## src/hdl/ett_pkg.sv

```systemverilog
// Package with the shared types, codes and constants of the entity track table.
package ett_pkg;

    localparam logic [31:0] HASH_MUL = 32'd2654435761;
    localparam logic [12:0] BLEND_ONE = 13'd4096;
    localparam logic [47:0] JUMP_RESET = 48'd1474560000;
    localparam logic [7:0] STALE_RESET = 8'd4;

    localparam logic [2:0] ST_CONT = 3'd0;
    localparam logic [2:0] ST_FRESH = 3'd1;
    localparam logic [2:0] ST_DROP = 3'd2;
    localparam logic [2:0] ST_HIT = 3'd3;
    localparam logic [2:0] ST_MISS = 3'd4;

    localparam logic REG_MAX_JUMP = 1'b0;
    localparam logic REG_STALE = 1'b1;

    localparam logic OP_SAMPLE = 1'b0;
    localparam logic OP_PREVIEW = 1'b1;

    typedef struct packed {
        logic        operation;
        logic        new_tick;
        logic [31:0] object_key;
        logic [31:0] object_type;
        logic [31:0] object_variant;
        logic signed [23:0] sample_x;
        logic signed [23:0] sample_y;
        logic [12:0] blend;
    } t_in_word;

    typedef struct packed {
        logic [2:0]  status;
        logic signed [23:0] blended_x;
        logic signed [23:0] blended_y;
    } t_out_word;

    // Classified command handed from the front end to the table engine.
    typedef struct packed {
        logic        operation;
        logic [31:0] tick;
        logic [31:0] key;
        logic [31:0] hash;
        logic [31:0] fp_mul;
        logic [31:0] variant;
        logic signed [23:0] px;
        logic signed [23:0] py;
        logic [12:0] blend;
    } t_cmd;

    typedef enum logic [3:0] {
        S_IDLE, S_FP, S_RD, S_WAIT, S_CHK, S_DX, S_SQ, S_SUM, S_CMP,
        S_WR, S_LX, S_LADD, S_OUT
    } t_eng_state;

endpackage

```

## src/hdl/ett_front.sv

```systemverilog
// Front end: tick stamp and key hash, with the fingerprint operands, queued toward the engine.
module ett_front
    import ett_pkg::*;
(
    input  logic     i_clk,
    input  logic     i_rst_n,
    input  logic     i_push,
    input  t_in_word i_word,
    output logic     o_full,
    output logic     o_cmd_valid,
    output t_cmd     o_cmd,
    input  logic     i_cmd_take
);
    logic [31:0] r_tick;
    logic [31:0] n_tick;
    logic        r_valid;
    t_cmd        r_cmd;
    logic        accept;

    assign o_full = r_valid;
    assign accept = i_push && !r_valid;
    assign n_tick = r_tick + {31'd0, i_word.new_tick};

    always_ff @(posedge i_clk) begin
        if (!i_rst_n) begin
            r_tick  <= '0;
            r_valid <= 1'b0;
        end else begin
            if (accept) begin
                r_tick  <= n_tick;
                r_valid <= 1'b1;
            end else if (i_cmd_take) begin
                r_valid <= 1'b0;
            end
        end
    end

    always_ff @(posedge i_clk) begin
        if (accept) begin
            r_cmd.operation <= i_word.operation;
            r_cmd.tick      <= n_tick;
            r_cmd.key       <= i_word.object_key;
            r_cmd.hash      <= {4'd0, i_word.object_key[31:4]} * HASH_MUL;
            r_cmd.fp_mul    <= i_word.object_type;
            r_cmd.variant   <= i_word.object_variant;
            r_cmd.px        <= i_word.sample_x;
            r_cmd.py        <= i_word.sample_y;
            r_cmd.blend     <= (i_word.blend > BLEND_ONE) ? BLEND_ONE : i_word.blend;
        end
    end

    assign o_cmd_valid = r_valid;
    assign o_cmd = r_cmd;
endmodule

```

## config.mk

```make
export PLATFORM = sky130hd
export DESIGN_NAME = ett_front
export DESIGN_NICKNAME = d
export VERILOG_FILES = /design/src/hdl/ett_pkg.sv /design/src/hdl/ett_front.sv
export SDC_FILE = /design/constraint.sdc
export NUM_CORES = 1
export LEC_CHECK = 0
export BUFFER_PORTS_ARGS = -buffer_cell sky130_fd_sc_hd__buf_2
export CAP_MARGIN = 40
export CELL_PAD_IN_SITES_DETAIL_PLACEMENT = 1
export CELL_PAD_IN_SITES_GLOBAL_PLACEMENT = 1
export CORE_MARGIN = 5
export CORE_UTILIZATION = 39
export CTS_CLUSTER_SIZE = 16
export DETAILED_ROUTE_END_ITERATION = 8
export GPL_TIMING_DRIVEN = 0
export PLACE_DENSITY = 0.82
export SYNTH_ARGS = -nofsm -noshare
export SYNTH_HDL_FRONTEND = slang
export SYNTH_SLANG_ARGS = --single-unit
export TNS_END_PERCENT = 30
```

## constraint.sdc

```tcl
create_clock -name i_clk -period 10.1 [get_ports i_clk]
set_clock_uncertainty 0.15 [all_clocks]
set_input_delay 2.02 -clock i_clk [delete_from_list [all_inputs] [get_ports i_clk]]
set_output_delay 2.02 -clock i_clk [all_outputs]
set_load 0.005 [all_outputs]
```

==> flow_results.xml, run 1 <==
<?xml version="1.0" encoding="UTF-8"?>
<metrics>
  <group name="status">
    <metric name="status" unit="">finished clean</metric>
  </group>
  <group name="clock_tree">
    <metric name="numClockSinks" unit="">251</metric>
    <metric name="clk_path_buf_depth" unit="">3</metric>
    <metric name="clock_tree.htree_level_count" unit="">1</metric>
    <metric name="cts-resized-gates" unit="">0</metric>
    <metric name="clock_latency" unit="ns">0.53</metric>
    <metric name="cts-root-buf" unit="">sky130_fd_sc_hd__clkbuf_16</metric>
    <metric name="tritoncts_clock_tree" unit="">done</metric>
    <metric name="worst_setup_hold_path_clk_slew" unit="ns">0.06</metric>
    <metric name="postCtsSetupBuffers" unit="">0</metric>
    <metric name="holdBufCountCts" unit="">0</metric>
    <metric name="tritoncts.num_buffers" unit="">28</metric>
  </group>
  <group name="synth">
    <metric name="yosysUniqueCellTypes" unit="">47</metric>
    <metric name="netlist_top_cells_count" unit="">sky130_fd_sc_hd__inv_1 (346), sky130_fd_sc_hd__edfxtp_1 (218), sky130_fd_sc_hd__fa_1 (187), sky130_fd_sc_hd__ha_1 (170), sky130_fd_sc_hd__xnor2_1 (86)</metric>
    <metric name="synth_fp_nets" unit="">1853</metric>
    <metric name="syn-cell-area" unit="sq um">16910</metric>
    <metric name="netlist_instances" unit="">1333</metric>
    <metric name="synth.yosys.seq_area_share" unit="%">42.63</metric>
    <metric name="synth.most_common_cell" unit="">sky130_fd_sc_hd__inv_1</metric>
    <metric name="synthFlopType" unit="">sky130_fd_sc_hd__edfxtp_1</metric>
    <metric name="postSynthAreaPerCell" unit="sq um">12.68</metric>
    <metric name="netlist.area_leader.share" unit="%">38.72</metric>
    <metric name="synth_warnings" unit="">0</metric>
    <metric name="synthTopCellsByArea" unit="">sky130_fd_sc_hd__edfxtp_1 (39%), sky130_fd_sc_hd__fa_1 (22%), sky130_fd_sc_hd__ha_1 (13%)</metric>
    <metric name="synth.ff_latch_count" unit="">251</metric>
    <metric name="synth-edff-count" unit="">218</metric>
    <metric name="async_flop_share" unit="%">0</metric>
    <metric name="netlist.top_cell.by_area" unit="">sky130_fd_sc_hd__edfxtp_1</metric>
  </group>
  <group name="layout">
    <metric name="layout-area-overhead-vs-synth" unit="%">21.73</metric>
    <metric name="final_nets" unit="">2272</metric>
    <metric name="drive_gt1_share" unit="%">25.20</metric>
    <metric name="fin_util" unit="%">47.88</metric>
    <metric name="final.fill_count" unit="">4704</metric>
    <metric name="layout.cells.non_filler" unit="">2363</metric>
  </group>
  <group name="setup_path">
    <metric name="setup.worst_path.start_class" unit="">input port</metric>
    <metric name="cp_cell_sequence" unit="">buf_2 -&gt; fa_1 -&gt; fa_1 -&gt; inv_1 -&gt; fa_1 -&gt; fa_1 -&gt; inv_1 -&gt; fa_1 -&gt; inv_1 -&gt; fa_1 -&gt; fa_1 -&gt; inv_1 -&gt; ha_1 -&gt; nand2_1 -&gt; nor4_1 -&gt; o21a_1 -&gt; o21ai_0 -&gt; o221ai_1 -&gt; a21boi_0 -&gt; xnor2_1</metric>
    <metric name="worst_ep_arrival_time" unit="ns">8.24</metric>
    <metric name="crit_path_max_incr_delay" unit="ns">0.63</metric>
    <metric name="critical_path_class" unit="">input port to register</metric>
    <metric name="worst_path_most_repeated_cell" unit="">sky130_fd_sc_hd__fa_1</metric>
    <metric name="crit_path_top_delay_cell" unit="">sky130_fd_sc_hd__fa_1</metric>
    <metric name="cpLargestDelayFamily" unit="">adder cells</metric>
    <metric name="cp-end-kind" unit="">register</metric>
    <metric name="required_time_at_the_endpoint_of_the_critical_path" unit="ns">10.22</metric>
    <metric name="sum_of_buffers_and_inverters_on_the_critical_path" unit="">5</metric>
    <metric name="crit_fanout" unit="">8</metric>
  </group>
  <group name="detailed_routing">
    <metric name="route.antenna.remaining_nets" unit="">0</metric>
    <metric name="drc" unit="">0</metric>
    <metric name="post_dr_wirelength_cell" unit="microns">20.91</metric>
    <metric name="drt-pass1-iter-count" unit="">4</metric>
    <metric name="drt-total-wl" unit="microns">49410</metric>
    <metric name="drt_first_iter_violations" unit="">555</metric>
    <metric name="route.detailed.vias_per_inst" unit="">4.705</metric>
    <metric name="vias" unit="">11120</metric>
  </group>
  <group name="run">
    <metric name="maxCapViolCount" unit="">0</metric>
  </group>
  <group name="global_route">
    <metric name="grt_pass1_wl" unit="microns">74520</metric>
    <metric name="grt_antenna_before_repair" unit="">16</metric>
    <metric name="grt_start_max_net_pins" unit="">67</metric>
    <metric name="grt.total_usage" unit="%">20.45</metric>
    <metric name="overflow" unit="">0</metric>
    <metric name="vias_in_the_first_global_route" unit="">12620</metric>
  </group>
  <group name="die">
    <metric name="floorplan.die.height" unit="microns">218.2</metric>
    <metric name="die-width" unit="microns">218.2</metric>
    <metric name="design.die.area" unit="sq um">47610</metric>
    <metric name="design.core.area" unit="sq um">42980</metric>
    <metric name="placementRows" unit="">76</metric>
    <metric name="floorplan.initialDensity" unit="%">39.33</metric>
    <metric name="num_io_pins" unit="">387</metric>
  </group>
  <group name="sta">
    <metric name="final_critical_path_setup_slack" unit="ns">1.980</metric>
    <metric name="slew_viol_final" unit="">0</metric>
    <metric name="finalHoldViolations" unit="">0</metric>
    <metric name="final_min_period_over_clock_period" unit="%">80.40</metric>
    <metric name="setup-violations-final" unit="">0</metric>
    <metric name="grt_setup_unrepaired" unit="">no</metric>
    <metric name="total_negative_slack" unit="ns">0</metric>
    <metric name="tightest_slew" unit="ns">0.7894</metric>
    <metric name="fin_crit" unit="ns">8.120</metric>
    <metric name="max_clock_freq" unit="MHz">123.2</metric>
    <metric name="timing.max_slew.rel_slack" unit="%">47.32</metric>
  </group>
  <group name="placed_design">
    <metric name="gp_congestion" unit="">0.9533</metric>
    <metric name="placement.io_buffers" unit="">386</metric>
    <metric name="post_placement_cell_count" unit="">2307</metric>
    <metric name="pre_cts_ws" unit="ns">1.425</metric>
    <metric name="detailedPlacementHpwl" unit="microns">41490</metric>
  </group>
  <group name="worst_hold_path">
    <metric name="min_path_type" unit="">register to register</metric>
  </group>
</metrics>
-- cell type report --
type                            count  area, sq um  share of cell area [%]
Clock buffer                       37        755.7                   3.672
Tap cell                          585        732.0                   3.557
Inverter                          346         1299                   6.311
Timing Repair Buffer              389         2014                   9.788
Buffer                             16        107.6                  0.5229
Antenna cell                        4        10.01                 0.04864
Multi-Input combinational cell    720         8297                   40.32
Clock inverter                     15        157.7                  0.7661
Sequential cell                   251         7207                   35.02
-- path summary, 6_finish.rpt --
kind | from | depth (start not counted) | endpoint | slack [ns]
setup / recovery | i_word[130] | 20 | o_cmd[152] | 1.98
setup reg to reg | r_tick[0] | 8 | o_cmd[219] | 6.96
hold / removal | r_tick[0] | 2 | r_tick[0] | 0.39
hold reg to reg | r_tick[0] | 2 | r_tick[0] | 0.39
-- state kept, by name (all words and copies together) (netlist names) --
| name | flops |
|---|---|
| o_cmd | 218 |
| o_cmd_valid | 1 |
| r_tick | 32 |
-- worst register-to-register path: stages (launching register included) --
cell and delay [ns]:
sky130_fd_sc_hd__dfxtp_1 0.36, sky130_fd_sc_hd__ha_1 0.25, sky130_fd_sc_hd__ha_1 0.26, sky130_fd_sc_hd__nand3_1 0.28, sky130_fd_sc_hd__nor4_4 0.53, sky130_fd_sc_hd__nand2_4 0.14
sky130_fd_sc_hd__nor3_4 0.54, sky130_fd_sc_hd__nand2_1 0.18, sky130_fd_sc_hd__xnor2_1 0.18
-- placed cells by master, fill, tap and decap left out, drive strengths merged, types with 9 or more instances in the layout --
| cell | n |
|---|---|
| edfxtp | 218 |
| fa | 187 |
| and3 | 9 |
| nand3 | 25 |
| a21o | 19 |
| ha | 170 |
| nand2 | 42 |
| dfxtp | 33 |
| nor2 | 27 |
| a21boi | 9 |
| a21oi | 18 |
| inv | 346 |
| and2 | 27 |
| clkbuf | 46 |
| xor2 | 22 |
| nand4 | 10 |
| buf | 396 |
| xnor2 | 86 |
| clkinv | 11 |
| o21ai | 14 |
| nor3 | 9 |
| nor2b | 13 |
-- logic make-up (layout without fill, tap and decap cells) --
family / Yosys count / after routing / synth area share (%)
simple gates: 176 / 176 / 5.662
buf+inv: 362 / 803 / 8.296
xor+xnor: 108 / 108 / 5.595
flops: 251 / 251 / 42.63
other cells: 0 / 4 / 0
mux: 2 / 2 / 0.1184
compound gates: 77 / 77 / 2.975
fa+ha+maj: 357 / 357 / 34.72
-- metal layers --
layer  GRT usage, %  vias up  wire, microns
met5              0        -             80
li1               -     5080              -
met1          24.35     5588          19250
met3          4.183       89           3105
met4          5.359       14           1345
met2          37.68      347          25630
-- per-stage QoR --
stage / hold WS, ns / area (sq um)
5_1_grt: 0.3965 / 20570
4_1_cts: 0.3819 / 20570
2_1_floorplan: 0.2972 / 16910
3_3_place_gp: 0.3049 / 19570
6_report: 0.3908 / 20580
3_5_place_dp: 0.3740 / 19660
Power of run 1 is not shown: default switching activity piles up to over one toggle a cycle in this logic, so the estimate is an artifact.
==> inputs of run 2 (changes only) <==
--- a/config.mk
+++ b/config.mk
@@ -14,7 +14,7 @@
 export CTS_CLUSTER_SIZE = 16
 export DETAILED_ROUTE_END_ITERATION = 8
 export GPL_TIMING_DRIVEN = 0
-export PLACE_DENSITY = 0.82
+export PLACE_DENSITY = 0.85
 export SYNTH_ARGS = -nofsm -noshare
 export SYNTH_HDL_FRONTEND = slang
 export SYNTH_SLANG_ARGS = --single-unit
==> constraint.sdc (replaced) <==
create_clock -name i_clk -period 6.6 [get_ports i_clk]
set_clock_uncertainty 0.15 [all_clocks]
set_input_delay 1.32 -clock i_clk [delete_from_list [all_inputs] [get_ports i_clk]]
set_output_delay 1.32 -clock i_clk [all_outputs]
set_load 0.005 [all_outputs]
==> run 2 against run 1 <==
- first-iteration DRC count grew 14%
- utilization grew 1.5 points
- wire length grew 2.8%
- critical endpoint is now o_cmd[155]
- global-route usage grew 0.49 points
- clock-buffer cell count shrank 2
- largest cell class unchanged
- non-clock buffer count grew 18
- hold slack gained 0.010 ns
- design area grew 3.2%
==> flow_results.xml, run 2 (synthesis results as in run 1) <==
<?xml version="1.0" encoding="UTF-8"?>
<metrics>
  <group name="status">
    <metric name="status" unit="">finished clean</metric>
  </group>
  <group name="setup_path">
    <metric name="worst_path_most_repeated_cell" unit="">sky130_fd_sc_hd__fa_2</metric>
    <metric name="crit_path_max_incr_delay" unit="ns">0.64</metric>
    <metric name="cp-end-kind" unit="">register</metric>
    <metric name="setup.worst_path.start_class" unit="">input port</metric>
    <metric name="required_time_at_the_endpoint_of_the_critical_path" unit="ns">6.75</metric>
    <metric name="crit_path_top_delay_cell" unit="">sky130_fd_sc_hd__fa_2</metric>
    <metric name="worst-r2r-cell-count" unit="">9</metric>
    <metric name="crit-reg2reg-capture" unit="">r_tick[26]</metric>
    <metric name="critical_path_class" unit="">input port to register</metric>
    <metric name="worstReg2RegStart" unit="">r_tick[0]</metric>
    <metric name="worst_ep_arrival_time" unit="ns">6.65</metric>
    <metric name="cp_cell_sequence" unit="">buf_4 -&gt; fa_2 -&gt; inv_1 -&gt; fa_2 -&gt; fa_2 -&gt; inv_1 -&gt; fa_1 -&gt; fa_2 -&gt; fa_1 -&gt; inv_1 -&gt; fa_2 -&gt; inv_1 -&gt; ha_2 -&gt; inv_2 -&gt; nor2_1 -&gt; a22oi_2 -&gt; nand2_2 -&gt; o41ai_4 -&gt; xnor2_1</metric>
    <metric name="timing.reg2reg.setup_slack" unit="ns">3.44</metric>
    <metric name="crit_fanout" unit="">6</metric>
  </group>
  <group name="worst_hold_path">
    <metric name="min_path_type" unit="">register to register</metric>
    <metric name="hold_path.startpoint" unit="">r_tick[1]</metric>
    <metric name="worst_hold_path.endpoint" unit="">r_tick[1]</metric>
    <metric name="hold-path-cell-count" unit="">2</metric>
  </group>
  <group name="layout">
    <metric name="layout-area-overhead-vs-synth" unit="%">25.67</metric>
    <metric name="mostFrequentLayoutCell" unit="">sky130_fd_sc_hd__buf_2</metric>
    <metric name="layout.cells.non_filler" unit="">2379</metric>
    <metric name="flip_flop_count_of_the_largest_register_after_layout" unit="">218</metric>
    <metric name="final_nets" unit="">2290</metric>
    <metric name="drive_gt1_share" unit="%">30.92</metric>
    <metric name="commonest_cells_after_routing_fill_and_taps_aside" unit="">sky130_fd_sc_hd__buf_2 (373), sky130_fd_sc_hd__inv_1 (331), sky130_fd_sc_hd__edfxtp_1 (218), sky130_fd_sc_hd__fa_1 (171), sky130_fd_sc_hd__ha_1 (145)</metric>
  </group>
  <group name="die">
    <metric name="floorplan.die.height" unit="microns">218.2</metric>
    <metric name="placementRows" unit="">76</metric>
    <metric name="die-width" unit="microns">218.2</metric>
    <metric name="num_io_pins" unit="">387</metric>
    <metric name="design.die.area" unit="sq um">47610</metric>
    <metric name="floorplan.initialDensity" unit="%">39.33</metric>
    <metric name="design.core.area" unit="sq um">42980</metric>
  </group>
  <group name="placed_design">
    <metric name="placement.io_buffers" unit="">386</metric>
    <metric name="pre_cts_ws" unit="ns">-1.392</metric>
    <metric name="post_placement_cell_count" unit="">2306</metric>
    <metric name="detailedPlacementHpwl" unit="microns">41870</metric>
    <metric name="gp_congestion" unit="">0.9220</metric>
  </group>
  <group name="detailed_routing">
    <metric name="drt_first_iter_violations" unit="">633</metric>
    <metric name="drt-total-wl" unit="microns">50800</metric>
    <metric name="route.detailed.vias_per_inst" unit="">4.713</metric>
    <metric name="drc" unit="">0</metric>
    <metric name="post_dr_wirelength_cell" unit="microns">21.35</metric>
    <metric name="drt-pass1-iter-count" unit="">4</metric>
    <metric name="vias" unit="">11210</metric>
    <metric name="route.antenna.remaining_nets" unit="">0</metric>
  </group>
  <group name="sta">
    <metric name="timing.max_slew.rel_slack" unit="%">47.74</metric>
    <metric name="final_min_period_over_clock_period" unit="%">98.59</metric>
    <metric name="slew_viol_final" unit="">0</metric>
    <metric name="max_clock_freq" unit="MHz">153.7</metric>
    <metric name="grt_setup_unrepaired" unit="">yes</metric>
    <metric name="tightest_slew" unit="ns">0.7830</metric>
    <metric name="fin_crit" unit="ns">6.507</metric>
    <metric name="finalHoldViolations" unit="">0</metric>
    <metric name="final_critical_path_setup_slack" unit="ns">0.09307</metric>
    <metric name="setup-violations-final" unit="">0</metric>
  </group>
  <group name="clock_tree">
    <metric name="clock_latency" unit="ns">0.55</metric>
    <metric name="clk_path_buf_depth" unit="">3</metric>
    <metric name="worst_setup_hold_path_clk_slew" unit="ns">0.07</metric>
    <metric name="numClockSinks" unit="">251</metric>
    <metric name="tritoncts.num_buffers" unit="">28</metric>
    <metric name="tritoncts_clock_tree" unit="">done</metric>
    <metric name="cts-root-buf" unit="">sky130_fd_sc_hd__clkbuf_16</metric>
    <metric name="clock_tree.htree_level_count" unit="">1</metric>
  </group>
  <group name="run">
    <metric name="maxCapViolCount" unit="">0</metric>
  </group>
  <group name="global_route">
    <metric name="grt_pass1_wl" unit="microns">75910</metric>
    <metric name="overflow" unit="">0</metric>
    <metric name="vias_in_the_first_global_route" unit="">12670</metric>
    <metric name="grt_antenna_before_repair" unit="">13</metric>
    <metric name="grt.total_usage" unit="%">20.94</metric>
    <metric name="grt_start_max_net_pins" unit="">87</metric>
  </group>
</metrics>
## run 2: through the flow
stage | cell area (sq um) | utilization, % | TNS (ns) | hold slack (ns)
after detailed placement | 19640 | 45.68 | -15.02 | 0.3715
after global routing | 21240 | 49.42 | -0.1337 | 0.4451
after CTS | 20900 | 48.63 | -0.01083 | 0.4036
final | 21250 | 49.43 | 0 | 0.4010
after global placement | 19570 | 45.53 | -14.80 | 0.3024
after floorplan | 16910 | - | -3.224 | 0.2972
## run 2: worst max-delay path by stage
stage,end,from,slack [ns],cells after the start
global route,o_cmd[155],i_word[139],-0.05,20
detailed placement,o_cmd[152],i_word[130],-1.39,20
global placement,o_cmd[152],i_word[130],-1.28,20
floorplan,o_cmd[152],i_word[130],-0.43,19
CTS,o_cmd[155],i_word[136],-0.01,22
finish,o_cmd[155],i_word[135],0.09,19
## run 2: repair_timing
item	in CTS	in global routing
pin swaps	13	53
resized for setup	54	71
buffers inserted	6	13
setup endpoints to repair	14	12
hold buffers	0	0
endpoints found under the hold margin	0	0
## run 2: per-layer routing
metal / vias to the layer above / share of wire (%) / track usage, %
met1: 5669 / 39 / 24.04
li1: 5113 / - / -
met2: 337 / 52 / 39.06
met4: 4 / 3.2 / 6.301
met5: - / 0.057 / 0
met3: 90 / 6.1 / 4.488
## run 2: critical path: cells and delay by family
| family | cells | cell delay, ns |
|---|---|---|
| AO/OA/AOI/OAI | 2 | 0.52 |
| AND/OR/NAND/NOR | 2 | 0.19 |
| buffers and inverters | 6 | 0.47 |
| XOR/XNOR | 1 | 0.12 |
| adder cells (fa/ha/maj) | 8 | 4.02 |
## run 2: layout make-up
| cell class | instances | area, sq um |
|---|---|---|
| inverters | 346 | 1301 |
| diodes | 2 | 5.005 |
| fillers | 4619 | 21740 |
| well taps | 585 | 732.0 |
| clock inverters | 17 | 211.5 |
| repair buffers | 407 | 2197 |
| flip-flops and latches | 251 | 7207 |
| plain buffers | 16 | 113.9 |
| clock buffers | 35 | 778.2 |
| multi-input cells | 720 | 8700 |
Power of run 2 is left out for the same reason.
